===== src/sv/srht_ram.sv =====
`timescale 1ns / 1ps

module srht_ram #(
  parameter int WIDTH = 8,
  parameter int DEPTH = 16
) (
  input  logic                     clk,
  input  logic                     we,
  input  logic [$clog2(DEPTH)-1:0] addr,
  input  logic [WIDTH-1:0]         wdata,
  output logic [WIDTH-1:0]         rdata
);

  logic [WIDTH-1:0] mem [DEPTH];
  logic [WIDTH-1:0] rdata_r;

  // Single port, registered read (old data on a write cycle).
  always_ff @(posedge clk) begin
    if (we) begin
      mem[addr] <= wdata;
    end
    rdata_r <= mem[addr];
  end

  assign rdata = rdata_r;

endmodule


===== config.mk =====
export PLATFORM = sky130hd
export DESIGN_NAME = srht_ram
export DESIGN_NICKNAME = d
export VERILOG_FILES = /design/src/sv/srht_ram.sv
export SDC_FILE = /design/constraint.sdc
export NUM_CORES = 1
export LEC_CHECK = 0
export ABC_AREA = 1
export BUFFER_PORTS_ARGS = -buffer_cell sky130_fd_sc_hd__clkbuf_2
export CAP_MARGIN = 10
export CORE_AREA = 2 2 100 102
export DETAILED_ROUTE_END_ITERATION = 6
export DIE_AREA = 0 0 102 104
export PLACE_DENSITY = 0.88
export SYNTH_ARGS = -nofsm -noshare
export SYNTH_HDL_FRONTEND = slang
export SYNTH_SLANG_ARGS = --single-unit

===== constraint.sdc =====
create_clock -name clk -period 3.8 [get_ports clk]
set_input_delay 0.76 -clock clk [delete_from_list [all_inputs] [get_ports clk]]
set_output_delay 0.76 -clock clk [all_outputs]
set_load 0.05 [all_outputs]

==> impl_metrics.toml <==
[run_status]
status = "finished, final reports clean"

[job]
drv_cap = 0

[yosys]
ys.flop_type = "edfxtp_1"
synth.yosys.warnings = 0
seq_area_frac_synth_pct = 71.6
synth_edf_count = 128
ys_seq_elements = 136
syn_nets = 562
synth.most_common_cell = "nand2_1"
async_reset_ff_share_pct = 0
yosys-top-cells-count = "nand2_1, edfxtp_1, inv_1"
synth_cell_types = 11
syn_avg_cell_area_sq_um = 10.2
post-synth-top-area-cell = "edfxtp_1"
synthTopCellsByArea = "edfxtp_1, nand2_1, dfxtp_1, inv_1, nor2_1"
synth_top_cell_area_share_pct = 68.7
synth_area_sq_um = 5590
post_synth_inst_count = 548

[detailed_routing]
first_pass_iters = 5
postRouteWirelength_um = 11700
vias_per_cell = 5.22
dr_wl_met2_um = 5690
dr_wl_met3_um = 996
ant_nets = 0
vias = 3734
routed.top_layer = "met4"
drc_errors = 0
wl_per_cell_um = 16.3
drtIter0Drc = 350
m1WireLength_um = 4640

[clock_network]
h-tree-depth = 4
cts_root_buf = "clkbuf_8"
insertion_delay_ns = 0.52
postCtsSetupBuffers = 0
clk_transition_reported_paths_ns = 0.06
ctsHoldBuffers = 0
cts_buffers = 17
cts_tree = "yes"
cts-resized-gates = 0
cts_buffer_depth = 2
clock-sinks = 136

[timing]
slew_headroom_pct = 51.9
fmax_mhz = 429
clock-skew-final_ns = 0.00684
layout_setup_ws_ns = 1.47
hold_viol_final = 0
worst_slew_pin_slew_ns = 0.719
min_period_ns = 2.33
setup_tns_ns = 0
drv_slew = 0
rsz0062_at_grt = "no"
setup_violations = 0
timing.final.crit_share_pct = 61.3

[global_routing]
grt_first_pass_wirelength_um = 19000
grt_max_degree = 45
grt_pass1_vias = 3904
grt_use_total_pct = 24.6
grt.overflow.total = 0
antenna_found_initial = 0

[floorplan]
die_x_um = 102
start_util_pct = 58.6
io_pins = 22
coreArea_sq_um = 9550
die_h_um = 104
core.rowCount = 36
dieArea_sq_um = 10600

[place]
place.gp.congestion = 0.920
port_buffers = 21
post-place-cells = 684
place_ws_ns = 0.990
hpwl_um = 7220

[layout]
antenna_cells = 0
final_nets = 584
drive_gt1_share_pct = 9.43
area_growth_pct = 13.7
nFillCells = 685
multi_input_area_sq_um = 1390
stdcell_count = 716
seqCellArea_sq_um = 4000

[worst_setup_path]
crit_type = "in2reg"
worstPathRequired_ns = 3.95
critPathArrivalTime_ns = 2.48
startpoint_type = "input pin"
crit_fanout = 28
endpoint_kind = "flip-flop"

[pwr]
power_density_nw_per_um2 = 556
ir_worst_vdd_mv = 0.363
leakagePower_nw = 2.72

[worst_hold_path]
hold_class = "reg2reg"
[path summary, 6_finish.rpt]
check	cells past startpoint	slack [ns]	end	startpoint
min	8	0.71	rdata[6]	mem[9][6]
min reg2reg	8	0.71	rdata[6]	mem[9][6]
max	4	1.47	mem[12][1]	addr[0]
max reg2reg	8	2.74	rdata[4]	mem[3][4]
[logic make-up (layout without fill, tap and decap cells)]
group | after synthesis | after routing | share of synthesized area, %
AND/OR/NAND/NOR | 368 | 368 | 24.8
flip-flops | 136 | 136 | 71.6
buffers and inverters | 44 | 79 | 3.62
[metrics by stage]
stage                     utilization (%)  area [sq um]  hold slack (ns)  power, mW
after floorplan                         -          5590            0.643       1.87
after global placement               60.4          5770            0.705       1.94
after detailed placement             60.4          5770            0.706       1.94
after CTS                            66.6          6360            0.721       3.55
after global routing                 66.6          6360            0.771       3.65
final                                66.6          6360            0.713       3.54
[flip-flops by register name (all words and copies together) (netlist names)]
register	cells
rdata	8
mem	128
[final cells by class]
class,instances,share of cell area [%]
flip-flops and latches,136,62.9
inverters,23,1.36
multi-input cells,368,21.8
repair buffers,24,2.01
well taps,133,2.62
clock inverters,13,2.66
clock buffers,19,6.63
[where the power goes]
| part | switching (mW) | internal [mW] | leakage (nW) |
|---|---|---|---|
| sequential | 0.00930 | 1.68 | 1.22 |
| combinational | 0.177 | 0.0502 | 1.22 |
| clock | 0.617 | 1.01 | 0.276 |
| total | 0.804 | 2.73 | 2.72 |
[per-layer routing]
layer | track usage [%] | up-vias
li1 | - | 1794
met1 | 31.8 | 1717
met2 | 38.6 | 188
met3 | 5.31 | 35
met4 | 13.4 | 0
met5 | 0 | -
[placed cells by master, fill, tap and decap left out, types with 4 or more instances in the layout]
cell type	instances
clkbuf_16	16
clkbuf_2	21
clkinvlp_4	4
dfxtp_1	8
edfxtp_1	128
inv_1	21
inv_6	4
nand2_1	346
nand3_1	4
nor2_1	18
[worst max-delay path: stages]
cell	delay, ns
clkbuf_2	0.36
inv_2	0.42
nand3_1	0.34
nor2_1	0.59
Power figures use the tool's default switching activity.
